## config.mk

```make
export PLATFORM = sky130hd
export DESIGN_NAME = vertex_status_table_unit
export DESIGN_NICKNAME = d
export VERILOG_FILES = /design/src/rtl/core/vst_pkg.sv /design/src/rtl/core/vertex_status_table_unit.sv /design/src/rtl/core/vst_ctrl.sv /design/src/rtl/core/vst_datapath.sv
export SDC_FILE = /design/constraint.sdc
export NUM_CORES = 2
export LEC_CHECK = 0
export ABC_AREA = 0
export CORE_MARGIN = 3
export CORE_UTILIZATION = 32
export DETAILED_ROUTE_END_ITERATION = 7
export DONT_BUFFER_PORTS = 1
export PLACE_DENSITY = 0.54
export REMOVE_ABC_BUFFERS = 1
export SETUP_SLACK_MARGIN = 0.15
export SKIP_CTS_REPAIR_TIMING = 1
export SLEW_MARGIN = 20
export SYNTH_ARGS = -nofsm -noshare
export SYNTH_HDL_FRONTEND = slang
export SYNTH_SLANG_ARGS = --single-unit
export TNS_END_PERCENT = 50
```

## constraint.sdc

```tcl
create_clock -name clock -period 9.57 [get_ports clock]
set_input_delay 0.4785 -clock clock [delete_from_list [all_inputs] [get_ports clock]]
set_output_delay 0.4785 -clock clock [all_outputs]
set_load 0.05 [all_outputs]
```

## src/rtl/core/vst_pkg.sv

```systemverilog
// vst_pkg: shared types and constants of the vertex status table
// holds field widths, request kind codes and the controller/datapath link structs
// depends on nothing
`default_nettype none

package vst_pkg;

   // field widths of the request and response items
   localparam int ID_W     = 16;
   localparam int STATUS_W = 2;
   localparam int MARK_W   = 16;
   localparam int POS_W    = 6;
   localparam int USED_W   = 7;

   // stream data widths, padded to whole bytes
   localparam int REQ_TDATA_W = 40;
   localparam int RSP_TDATA_W = 40;

   // request kinds
   localparam logic KIND_INSERT = 1'b0;
   localparam logic KIND_LOOKUP = 1'b1;

   // commands from the controller to the datapath
   typedef struct packed {
      logic load;    // capture the request and clear the scan
      logic scan;    // walk the filled entries
      logic finish;  // write back and load the response register
   } ctl_cmd_type;

   // status from the datapath to the controller
   typedef struct packed {
      logic scan_done;  // search has ended, hit or end of filled entries
      logic slot_free;  // response register can take a new response
   } dp_stat_type;

endpackage

`default_nettype wire

```

## src/rtl/core/vertex_status_table_unit.sv

```systemverilog
// vertex_status_table_unit: top level of the vertex status table
// joins vst_ctrl and vst_datapath to the request and response streams; uses vst_pkg
`default_nettype none

// Associative table of up to CAPACITY vertex entries (id, search status,
// component marker), filled from position 0 upward and never emptied. An
// insert request (tuser 0) updates the entry of a known id or appends a new
// one; a lookup request (tuser 1) reads back status and marker, or zeros for
// an unknown id. Each request gives exactly one response, which also carries
// the entry count; an insert of a new id into a full table sets full_error
// and stores nothing. Requests are taken one at a time: the entries live in
// a single-port memory that is scanned one entry per cycle. A request goes
// through the accept, one read per filled entry, the compare of the last
// read, the check that sees the scan end, and the write-back, which waits
// for a free response register and loads it; a hit ends the scan early.
// The next request is accepted while the previous response still waits.
// The table needs no clearing after reset: only filled entries are read.

module vertex_status_table_unit #(
   parameter int CAPACITY = 64,  // number of table entries
   parameter int ID_BITS  = 16   // significant bits of a vertex id
) (
   input  wire                                clock,
   input  wire                                reset,
   // request stream
   input  wire                                req_tvalid,
   output logic                               req_tready,
   // vertex_id [15:0], search_status [17:16], component_mark [33:18], zeros above
   input  wire [vst_pkg::REQ_TDATA_W-1:0]     req_tdata,
   // kind [0]
   input  wire                                req_tuser,
   // response stream
   output logic                               rsp_tvalid,
   input  wire                                rsp_tready,
   // position [5:0], found [6], status_out [8:7], mark_out [24:9],
   // entries_used [31:25], full_error [32], zeros above
   output logic [vst_pkg::RSP_TDATA_W-1:0]    rsp_tdata
);
   import vst_pkg::*;

   localparam int RSP_FIELDS_W = POS_W + 1 + STATUS_W + MARK_W + USED_W + 1;

   ctl_cmd_type cmd;
   dp_stat_type stat;

   logic [POS_W-1:0]    position;
   logic                found;
   logic [STATUS_W-1:0] status_out;
   logic [MARK_W-1:0]   mark_out;
   logic [USED_W-1:0]   entries_used;
   logic                full_error;

   // sequencer: accept, scan, write back
   vst_ctrl u_ctrl (
      .clock      (clock),
      .reset      (reset),
      .req_tvalid (req_tvalid),
      .req_tready (req_tready),
      .stat       (stat),
      .cmd        (cmd)
   );

   // entry memory, search and response register
   vst_datapath #(
      .CAPACITY (CAPACITY),
      .ID_BITS  (ID_BITS)
   ) u_datapath (
      .clock              (clock),
      .reset              (reset),
      .cmd                (cmd),
      .stat               (stat),
      .req_kind           (req_tuser),
      .req_vertex_id      (req_tdata[ID_W-1:0]),
      .req_search_status  (req_tdata[ID_W +: STATUS_W]),
      .req_component_mark (req_tdata[ID_W+STATUS_W +: MARK_W]),
      .rsp_valid          (rsp_tvalid),
      .rsp_ready          (rsp_tready),
      .rsp_position       (position),
      .rsp_found          (found),
      .rsp_status_out     (status_out),
      .rsp_mark_out       (mark_out),
      .rsp_entries_used   (entries_used),
      .rsp_full_error     (full_error)
   );

   // pack the response fields, lowest field in the lowest bits
   assign rsp_tdata = {{(RSP_TDATA_W-RSP_FIELDS_W){1'b0}},
                       full_error, entries_used, mark_out, status_out, found, position};

endmodule

`default_nettype wire

```

## src/rtl/core/vst_ctrl.sv

```systemverilog
// vst_ctrl: sequencer of the vertex status table
// steps one request through load, scan and finish; uses vst_pkg
`default_nettype none

module vst_ctrl (
   input  wire                  clock,
   input  wire                  reset,
   input  wire                  req_tvalid,
   output logic                 req_tready,
   input  vst_pkg::dp_stat_type stat,
   output vst_pkg::ctl_cmd_type cmd
);
   import vst_pkg::*;

   typedef enum logic [1:0] {
      ST_IDLE,
      ST_SCAN,
      ST_FINISH
   } state_type;

   state_type state_ff;
   logic      ready_ff;

   always_ff @(posedge clock) begin
      if (reset) begin
         state_ff <= ST_IDLE;
         ready_ff <= 1'b1;
      end else begin
         unique case (state_ff)
            ST_IDLE: begin
               if (req_tvalid && ready_ff) begin
                  state_ff <= ST_SCAN;
                  ready_ff <= 1'b0;
               end
            end
            ST_SCAN: begin
               if (stat.scan_done) begin
                  state_ff <= ST_FINISH;
               end
            end
            ST_FINISH: begin
               if (stat.slot_free) begin
                  state_ff <= ST_IDLE;
                  ready_ff <= 1'b1;
               end
            end
            default: begin
               state_ff <= ST_IDLE;
               ready_ff <= 1'b1;
            end
         endcase
      end
   end

   assign req_tready = ready_ff;

   always_comb begin
      cmd.load   = req_tvalid && ready_ff && (state_ff == ST_IDLE);
      cmd.scan   = (state_ff == ST_SCAN);
      cmd.finish = (state_ff == ST_FINISH) && stat.slot_free;
   end

endmodule

`default_nettype wire

```

## src/rtl/core/vst_datapath.sv

```systemverilog
// vst_datapath: entry memory, scan pipeline, fill count and response register
// follows commands of vst_ctrl; uses vst_pkg
`default_nettype none

module vst_datapath #(
   parameter int CAPACITY = 64,
   parameter int ID_BITS  = 16
) (
   input  wire                          clock,
   input  wire                          reset,
   input  vst_pkg::ctl_cmd_type         cmd,
   output vst_pkg::dp_stat_type         stat,
   input  wire                          req_kind,
   input  wire [vst_pkg::ID_W-1:0]      req_vertex_id,
   input  wire [vst_pkg::STATUS_W-1:0]  req_search_status,
   input  wire [vst_pkg::MARK_W-1:0]    req_component_mark,
   output logic                         rsp_valid,
   input  wire                          rsp_ready,
   output logic [vst_pkg::POS_W-1:0]    rsp_position,
   output logic                         rsp_found,
   output logic [vst_pkg::STATUS_W-1:0] rsp_status_out,
   output logic [vst_pkg::MARK_W-1:0]   rsp_mark_out,
   output logic [vst_pkg::USED_W-1:0]   rsp_entries_used,
   output logic                         rsp_full_error
);
   import vst_pkg::*;

   localparam int KEY_BITS = (ID_BITS < ID_W) ? ID_BITS : ID_W;
   localparam int PTR_W    = (CAPACITY > 2) ? $clog2(CAPACITY) : 1;
   localparam int CNT_W    = $clog2(CAPACITY + 1);
   localparam int ENTRY_W  = KEY_BITS + STATUS_W + MARK_W;

   // entry layout: id, status, mark from the top bits down
   logic [ENTRY_W-1:0] mem [CAPACITY];

   logic                kind_ff;
   logic [KEY_BITS-1:0] key_ff;
   logic [STATUS_W-1:0] status_ff;
   logic [MARK_W-1:0]   mark_ff;

   logic [CNT_W-1:0]    fill_ff;
   logic [CNT_W-1:0]    issue_ff;
   logic                rd_pend_ff;
   logic [PTR_W-1:0]    rd_pos_ff;
   logic [ENTRY_W-1:0]  rd_data_ff;

   logic                hit_ff;
   logic [PTR_W-1:0]    hit_pos_ff;
   logic [STATUS_W-1:0] hit_status_ff;
   logic [MARK_W-1:0]   hit_mark_ff;

   logic                rsp_valid_ff;
   logic [POS_W-1:0]    pos_ff;
   logic                found_ff;
   logic [STATUS_W-1:0] status_out_ff;
   logic [MARK_W-1:0]   mark_out_ff;
   logic [USED_W-1:0]   used_ff;
   logic                full_ff;

   logic                issue;
   logic                match;
   logic                is_insert;
   logic                is_full;
   logic                append;
   logic                wr_en;
   logic [PTR_W-1:0]    wr_addr;
   logic [CNT_W-1:0]    fill_in;
   logic [PTR_W-1:0]    pos_sel;
   logic [31:0]         pos_wide;
   logic [31:0]         used_wide;
   logic [STATUS_W-1:0] status_sel;
   logic [MARK_W-1:0]   mark_sel;

   // scan: one read issued per cycle, compare on the registered data
   assign issue = cmd.scan && !hit_ff && (issue_ff < fill_ff);
   assign match = rd_pend_ff && !hit_ff
                  && (rd_data_ff[ENTRY_W-1 -: KEY_BITS] == key_ff);

   assign is_insert = (kind_ff == KIND_INSERT);
   assign is_full   = (fill_ff == CNT_W'(CAPACITY));
   assign append    = is_insert && !hit_ff && !is_full;
   assign wr_en     = cmd.finish && is_insert && (hit_ff || !is_full);
   assign wr_addr   = hit_ff ? hit_pos_ff : fill_ff[PTR_W-1:0];
   assign fill_in   = append ? fill_ff + CNT_W'(1) : fill_ff;

   always_comb begin
      if (hit_ff) begin
         pos_sel = hit_pos_ff;
      end else if (append) begin
         pos_sel = fill_ff[PTR_W-1:0];
      end else begin
         pos_sel = '0;
      end
      if (is_insert && (hit_ff || append)) begin
         status_sel = status_ff;
         mark_sel   = mark_ff;
      end else if (!is_insert && hit_ff) begin
         status_sel = hit_status_ff;
         mark_sel   = hit_mark_ff;
      end else begin
         status_sel = '0;
         mark_sel   = '0;
      end
   end

   assign pos_wide  = 32'(pos_sel);
   assign used_wide = 32'(fill_in);

   always_ff @(posedge clock) begin
      if (issue) begin
         rd_data_ff <= mem[issue_ff[PTR_W-1:0]];
      end
      if (wr_en) begin
         mem[wr_addr] <= {key_ff, status_ff, mark_ff};
      end
   end

   always_ff @(posedge clock) begin
      if (reset) begin
         fill_ff      <= '0;
         issue_ff     <= '0;
         rd_pend_ff   <= 1'b0;
         hit_ff       <= 1'b0;
         rsp_valid_ff <= 1'b0;
      end else begin
         rd_pend_ff <= issue;
         if (cmd.load) begin
            issue_ff <= '0;
            hit_ff   <= 1'b0;
         end else begin
            if (issue) begin
               issue_ff <= issue_ff + CNT_W'(1);
            end
            if (match) begin
               hit_ff <= 1'b1;
            end
         end
         if (cmd.finish) begin
            fill_ff      <= fill_in;
            rsp_valid_ff <= 1'b1;
         end else if (rsp_ready) begin
            rsp_valid_ff <= 1'b0;
         end
      end
   end

   // payload registers
   always_ff @(posedge clock) begin
      if (cmd.load) begin
         kind_ff   <= req_kind;
         key_ff    <= req_vertex_id[KEY_BITS-1:0];
         status_ff <= req_search_status;
         mark_ff   <= req_component_mark;
      end
      rd_pos_ff <= issue_ff[PTR_W-1:0];
      if (match) begin
         hit_pos_ff    <= rd_pos_ff;
         hit_status_ff <= rd_data_ff[MARK_W +: STATUS_W];
         hit_mark_ff   <= rd_data_ff[MARK_W-1:0];
      end
      if (cmd.finish) begin
         pos_ff        <= pos_wide[POS_W-1:0];
         found_ff      <= hit_ff;
         status_out_ff <= status_sel;
         mark_out_ff   <= mark_sel;
         used_ff       <= used_wide[USED_W-1:0];
         full_ff       <= is_insert && !hit_ff && is_full;
      end
   end

   always_comb begin
      stat.scan_done = !rd_pend_ff && (hit_ff || (issue_ff >= fill_ff));
      stat.slot_free = !rsp_valid_ff || rsp_ready;
   end

   assign rsp_valid        = rsp_valid_ff;
   assign rsp_position     = pos_ff;
   assign rsp_found        = found_ff;
   assign rsp_status_out   = status_out_ff;
   assign rsp_mark_out     = mark_out_ff;
   assign rsp_entries_used = used_ff;
   assign rsp_full_error   = full_ff;

endmodule

`default_nettype wire

```

# After elaboration in Yosys (flattened, before gate mapping)
# Memory sizes are Yosys's and may differ from the RTL's. A register that Yosys moved wholly into a read port is not among the register bits.
# Cells that the tools add are included.
[totals]
ramBits = 2176
inputBits = 45
latchBits = 0
mem_bits_ro = 0
mem_count = 1
regBits = 118
[op_classes]
div_mod_pow = 0
mul = 0
mux = 19
bitwise_logic = 2
order_cmp = 2
addsub = 2
n_shift = 0
eq_ne = 7
reduce_logical = 28
[mem_list]
columns = ["name", "words", "word_bits", "rd", "rd_clocked_by_memory_dff", "write_ports", "line_no", "rtl"]
rows = [
  ["u_datapath.mem", 64, 34, 1, 1, 1, "vst_datapath.sv:34", "logic [ENTRY_W-1:0] mem [CAPACITY];"],
]
[op_table]
columns = ["cell", "count"]
rows = [
  ["2-to-1 mux 16 bit", 2],
  ["2-to-1 mux 6 bit", 3],
  ["equality test 16 bit", 1],
  ["logical AND 1 bit", 15],
  ["adder 7 x 1 -> 7 bit (second input constant)", 2],
  ["2-to-1 mux 2 bit", 5],
  ["equality test 7 bit (second input constant)", 1],
  ["greater-or-equal comparator 7 bit", 1],
  ["< comparator 7 bit", 1],
  ["2-to-1 mux 7 bit", 1],
  ["2-to-1 mux 1 bit", 6],
  ["case mux 2 bit (3 select lines)", 1],
  ["AND reduction 3 bit", 2],
  ["logical NOT 1 bit", 4],
  ["logical OR 1 bit", 4],
  ["inequality test 2 x 1 -> 1 bit (second input constant)", 2],
  ["case mux 1 bit (3 select lines)", 1],
  ["equality test 2 x 1 -> 1 bit (second input constant)", 1],
  ["equality test 2 bit (second input constant)", 1],
  ["logical NOT 2 bit", 1],
  ["inequality test 2 bit (second input constant)", 1],
  ["NOT 1 bit", 2],
  ["nonzero test 2 bit", 1],
  ["OR reduction 2 bit", 1],
]

# Depth between registers and ports, before layout
[logic_depth]
word_depth = 7
depth_mapped = 14
ltp_nobuf = 9

# Hierarchy
# Synthesis repeated with hierarchy kept, for this count alone.
[unflattened]
hier_cells = 4029
area_unflattened_um2 = 88865.2
[modules_own_cells]
columns = ["mod", "n_inst", "seq_area_each_um2", "cells_each", "area_per_inst_um2"]
rows = [
  ["vst_datapath", 1, 69586.7, 4001, 88642.5],
  ["vst_ctrl", 1, 60.1, 18, 151.4],
  ["vertex_status_table_unit", 1, 0.0, 10, 71.3],
]

# Worst setup path before layout
# OpenSTA, ideal clock, no wires.
[synth_path]
path_kind = "register to register"
startpoint = "register u_datapath.key_ff[12]"
endpoint = "register u_datapath.hit_mark_ff[0], enable pin"
stages_incl_launch_ff = 5
arrival_ps = 4005
slack_ps = 5096
n_path_buf = 0
t_required_ps = 9101
period_less_slack_ps = 4474
cell_sequence = "edfxtp_1 xor2_1 nor4_1 nand4_1 nor4_1"
[synth_between]
elab_chain_len = 2
[synth_lines]
columns = ["item", "line_no", "rtl"]
rows = [
  ["from (decl)", "vst_datapath.sv:37", "logic [KEY_BITS-1:0] key_ff;"],
  ["from (signal assigned)", "vst_datapath.sv:151", "key_ff <= req_vertex_id[KEY_BITS-1:0];"],
  ["equality test 16 bit", "vst_datapath.sv:77", "&& (rd_data_ff[ENTRY_W-1 -: KEY_BITS] == key_ff);"],
  ["logical AND 1 bit", "vst_datapath.sv:77", ""],
  ["net u_datapath.match", "vst_datapath.sv:61", "logic match;"],
  ["to (signal assigned)", "vst_datapath.sv:159", "hit_mark_ff <= rd_data_ff[MARK_W-1:0];"],
  ["to (decl)", "vst_datapath.sv:50", "logic [MARK_W-1:0] hit_mark_ff;"],
]
# The timed path passes the listed nets, and every way through them passes these cells.
# A chain may end at the register's enable or synchronous reset.

# Worst setup path in the final report
[layout_path]
startpoint = "register u_datapath.issue_ff[0]"
endpoint = "register u_datapath.rd_data_ff[16], read port of u_datapath.mem, data pin"
[layout_between]
elab_chain_len = 2
[layout_lines]
columns = ["item", "line_no", "rtl"]
rows = [
  ["from (decl)", "vst_datapath.sv:42", "logic [CNT_W-1:0] issue_ff;"],
  ["from (signal assigned)", "vst_datapath.sv:132", "issue_ff <= issue_ff + CNT_W'(1);"],
  ["< comparator 7 bit", "vst_datapath.sv:75", "assign issue = cmd.scan && !hit_ff && (issue_ff < fill_ff);"],
  ["logical AND 1 bit", "vst_datapath.sv:75", ""],
  ["to (decl)", "vst_datapath.sv:45", "logic [ENTRY_W-1:0] rd_data_ff;"],
]
# Several ways; a longest one is shown, not always the timed one.

==> flow_metrics.py <==
metrics = {
    "drt": {
        "dr_total_vias": 43125,
        "drc": 0,
        "wl_mm": 235.8,
        "first_iter_violations": 4767,
        "wire_per_inst_um": 28.52,
        "drtAntennaViolNets": 0,
        "vias_per_cell": 5.215,
        "first_pass_iters": 7,
    },
    "placement": {
        "post-place-cells": 7813,
        "place.gp.congestion": 0.7619,
        "port_buffers": 0,
        "place_hpwl_mm": 131.6,
    },
    "floorplan": {
        "core_um2": 275100,
        "die_area_um2": 284100,
        "initial_utilization_pct": 32.32,
        "io_pins": 87,
        "row_count": 192,
        "die_y_um": 533.1,
        "die_x_um": 533.1,
    },
    "critical_path": {
        "worstSetupPathType": "flop to flop",
        "crit_path_max_incr_delay_ns": 0.76,
        "reg2reg_from": "u_datapath.issue_ff[0]$_SDFFE_PP0P_",
        "cp-end-kind": "flop",
        "critPathBufInv": 4,
        "path_cells": "buf_4 -> buf_4 -> buf_4 -> mux4_2 -> inv_1 -> o21ai_0 -> a221oi_1 -> a41oi_1",
        "required_ns": 10.12,
        "crit_fanout": 41,
        "slowest_stage": "buf_4",
        "path_delay_family": "buffers and inverters",
        "critical_path.most_common_cell": "buf_4",
        "startpoint": "u_datapath.issue_ff[0]$_SDFFE_PP0P_",
        "cp_data_arrival_time_ns": 5.14,
        "cp-start-kind": "flop",
    },
    "clock_network": {
        "clk_pin_slew_ns": 0.06,
        "cts_sinks": 2328,
        "clk_latency_ns": 0.87,
        "cts_root_buf": "clkbuf_16",
        "cts_buffer_depth": 3,
        "htree_levels": 4,
        "numCtsBuffers": 228,
        "cts_tree": "done",
    },
    "synthesis": {
        "syn_area_per_cell_um2": 21.23,
        "yosysWarnings": 0,
        "ys_top_cells_by_area": "edfxtp_1 (78%), mux4_2 (11%), mux2i_1 (3.5%)",
        "netlist.area_leader.share_pct": 77.76,
        "synthFlopType": "edfxtp_1",
        "synthesis.instances": 4188,
        "async_flop_share_pct": 0,
        "netlist.top_cell.by_area": "edfxtp_1",
        "syn_area_um2": 88890,
        "synth-edff-count": 2302,
        "netlist-cell-type-count": 56,
        "ys_seq_area_share_pct": 78.35,
        "ys_ff_latch": 2328,
    },
    "global_route": {
        "grt.overflow.total": 0,
        "antenna_found_initial": 11,
        "grt_pass1_wl_mm": 332.2,
        "grt_pass1_vias": 43493,
        "grt_usage_pct": 16.23,
        "grt_max_degree": 106,
    },
    "power": {
        "ir_drop_mv": 0.2045,
        "p_leak_nw": 29.92,
        "finalPower_mw": 20.33,
        "cellPowerDensity_nw_per_um2": 200.2,
    },
    "min_path": {
        "hold_path.class": "input port to flop",
        "min_from": "req_tvalid",
    },
    "timing": {
        "worst_pin_slew_ns": 1.060,
        "report.final.slew_viol_count": 0,
        "fin_crit_sh_pct": 47.94,
        "hold_violations": 0,
        "setup_viol": 0,
        "rsz0062_at_grt": "false",
        "period_minus_slack_ns": 4.587,
        "fin_skew_ns": 0.05275,
        "slew_headroom_pct": 29.23,
        "max_freq_mhz": 218.0,
    },
    "flow_run": {
        "drv_cap": 0,
    },
    "cells_and_area": {
        "finalNonFillerCells": 8270,
        "num-nets-final": 4451,
        "layout-drive-gt1-share_pct": 21.47,
        "syn2layout_area_growth_pct": 14.24,
        "final_core_util_pct": 36.92,
    },
    "outcome": {
        "status": "completed",
    },
}
path summary, 6_finish.rpt:
check                                                      endpoint  slack [ns]  cells past startpoint
worst min-delay path                   u_datapath.kind_ff$_DFFE_PP_        0.23                      3
worst min register to register      u_datapath.rd_pos_ff[4]$_DFF_P_        0.38                      0
worst max-delay path            u_datapath.rd_data_ff[16]$_DFFE_PP_        4.98                      8
worst max register to register  u_datapath.rd_data_ff[16]$_DFFE_PP_        4.98                      8
power breakdown:
group | leakage [nW] | total (mW) | switching, mW | internal [mW]
clock | 3.44 | 8.52 | 3.78 | 4.74
sequential | 20.9 | 11.4 | 0.0477 | 11.3
combinational | 5.55 | 0.442 | 0.354 | 0.0877
total | 29.9 | 20.3 | 4.19 | 16.1
per-layer routing:
metal	vias up	track usage, %	share of wire, %	routed length (µm)
met1	23572	22.16	42	99440
met2	1430	27.18	50	116800
met3	237	2.684	6.3	14970
li1	17886	-	-	-
met4	0	3.762	2.0	4645
met5	-	0	0	0
layout by cell type (no fill, tap or decap), types with 29 or more instances in the layout:
| cell type | instances |
|---|---|
| nand2_1 | 127 |
| o22ai_1 | 52 |
| mux2i_1 | 307 |
| nand3_1 | 45 |
| o21ai_0 | 43 |
| a22oi_1 | 100 |
| nor2_1 | 40 |
| buf_4 | 160 |
| a21oi_1 | 46 |
| clkinv_1 | 54 |
| edfxtp_1 | 2302 |
| mux4_2 | 420 |
| a211oi_1 | 48 |
| clkinv_2 | 42 |
| clkbuf_1 | 58 |
| nor2_4 | 66 |
| dlygate4sd3_1 | 38 |
| a221oi_1 | 29 |
| clkbuf_16 | 230 |
registers in the layout (all words and copies together) (netlist names), 6 cells and up:
signal,cells
u_datapath.rsp_mark_out,16
u_datapath.fill_ff,7
u_datapath.mem,2176
u_datapath.rd_pos_ff,6
u_datapath.rsp_position,6
u_datapath.rd_data_ff,34
u_datapath.hit_pos_ff,6
u_datapath.rsp_entries_used,7
u_datapath.hit_mark_ff,16
u_datapath.mark_ff,16
u_datapath.key_ff,16
u_datapath.issue_ff,7
per-stage QoR:
stage               setup slack, ns  hold slack, ns  setup TNS, ns  area, µm²
global route                  4.565          0.1917              0     101500
global placement              4.818          0.3706              0      94120
detailed placement            4.841          0.3732              0      94130
CTS                           4.826         -0.3870              0     101200
floorplan                    -11.65          0.3855        -867.21      87630
finish                        4.983          0.2257              0     101500
worst reg2reg max path, delay by kind of cell (launching register included):
kind                   cells  cell delay (ns)
AOI/OAI and AO/OA          3             0.77
DFF                        1             0.63
muxes                      1             0.60
buffers and inverters      4             2.30
final cells by class:
type                       instances  area, µm²
timing repair buffer             204       1702
clock buffer                     289       5987
sequential                      2328      69660
inverter                          26      97.59
tap                             3686       4612
fill                           25060     173500
clock inverter                   125       1036
multi-input combinational       1607      18440
antenna                            5      12.51
cell usage after synthesis (4+ instances only):
cell type,count
nand2b_1,12
inv_1,25
buf_4,68
nand2_1,127
a22oi_1,100
nand4_1,19
a21oi_1,46
a31oi_1,19
xnor2_1,13
o21ai_1,10
and3_1,27
nor2b_1,25
o211ai_1,4
mux4_2,420
ha_1,11
dfxtp_1,26
nor3_1,9
buf_6,10
edfxtp_1,2302
buf_2,68
and2_1,6
a22o_1,19
o22ai_1,52
a211oi_1,48
nor2_1,109
o2111a_1,13
mux2i_1,307
nand3_1,45
or3_1,4
nor4_1,8
xor2_1,16
clkbuf_1,84
o32ai_1,4
a41oi_1,13
a221oi_1,29
o21ai_0,43
and4_1,11
cell families after synthesis:
family	count (synthesis)	synth area share [%]
AOI/OAI and AO/OA	415	3.282
DFF	2328	78.35
and+or+nand+nor	416	2.239
buffers and inverters	259	1.561
xor gates and xnor gates	29	0.2857
adders and majority gates	11	0.1548
other	1	0.004219
muxes	729	14.12
(Power assumes the default switching activity.)
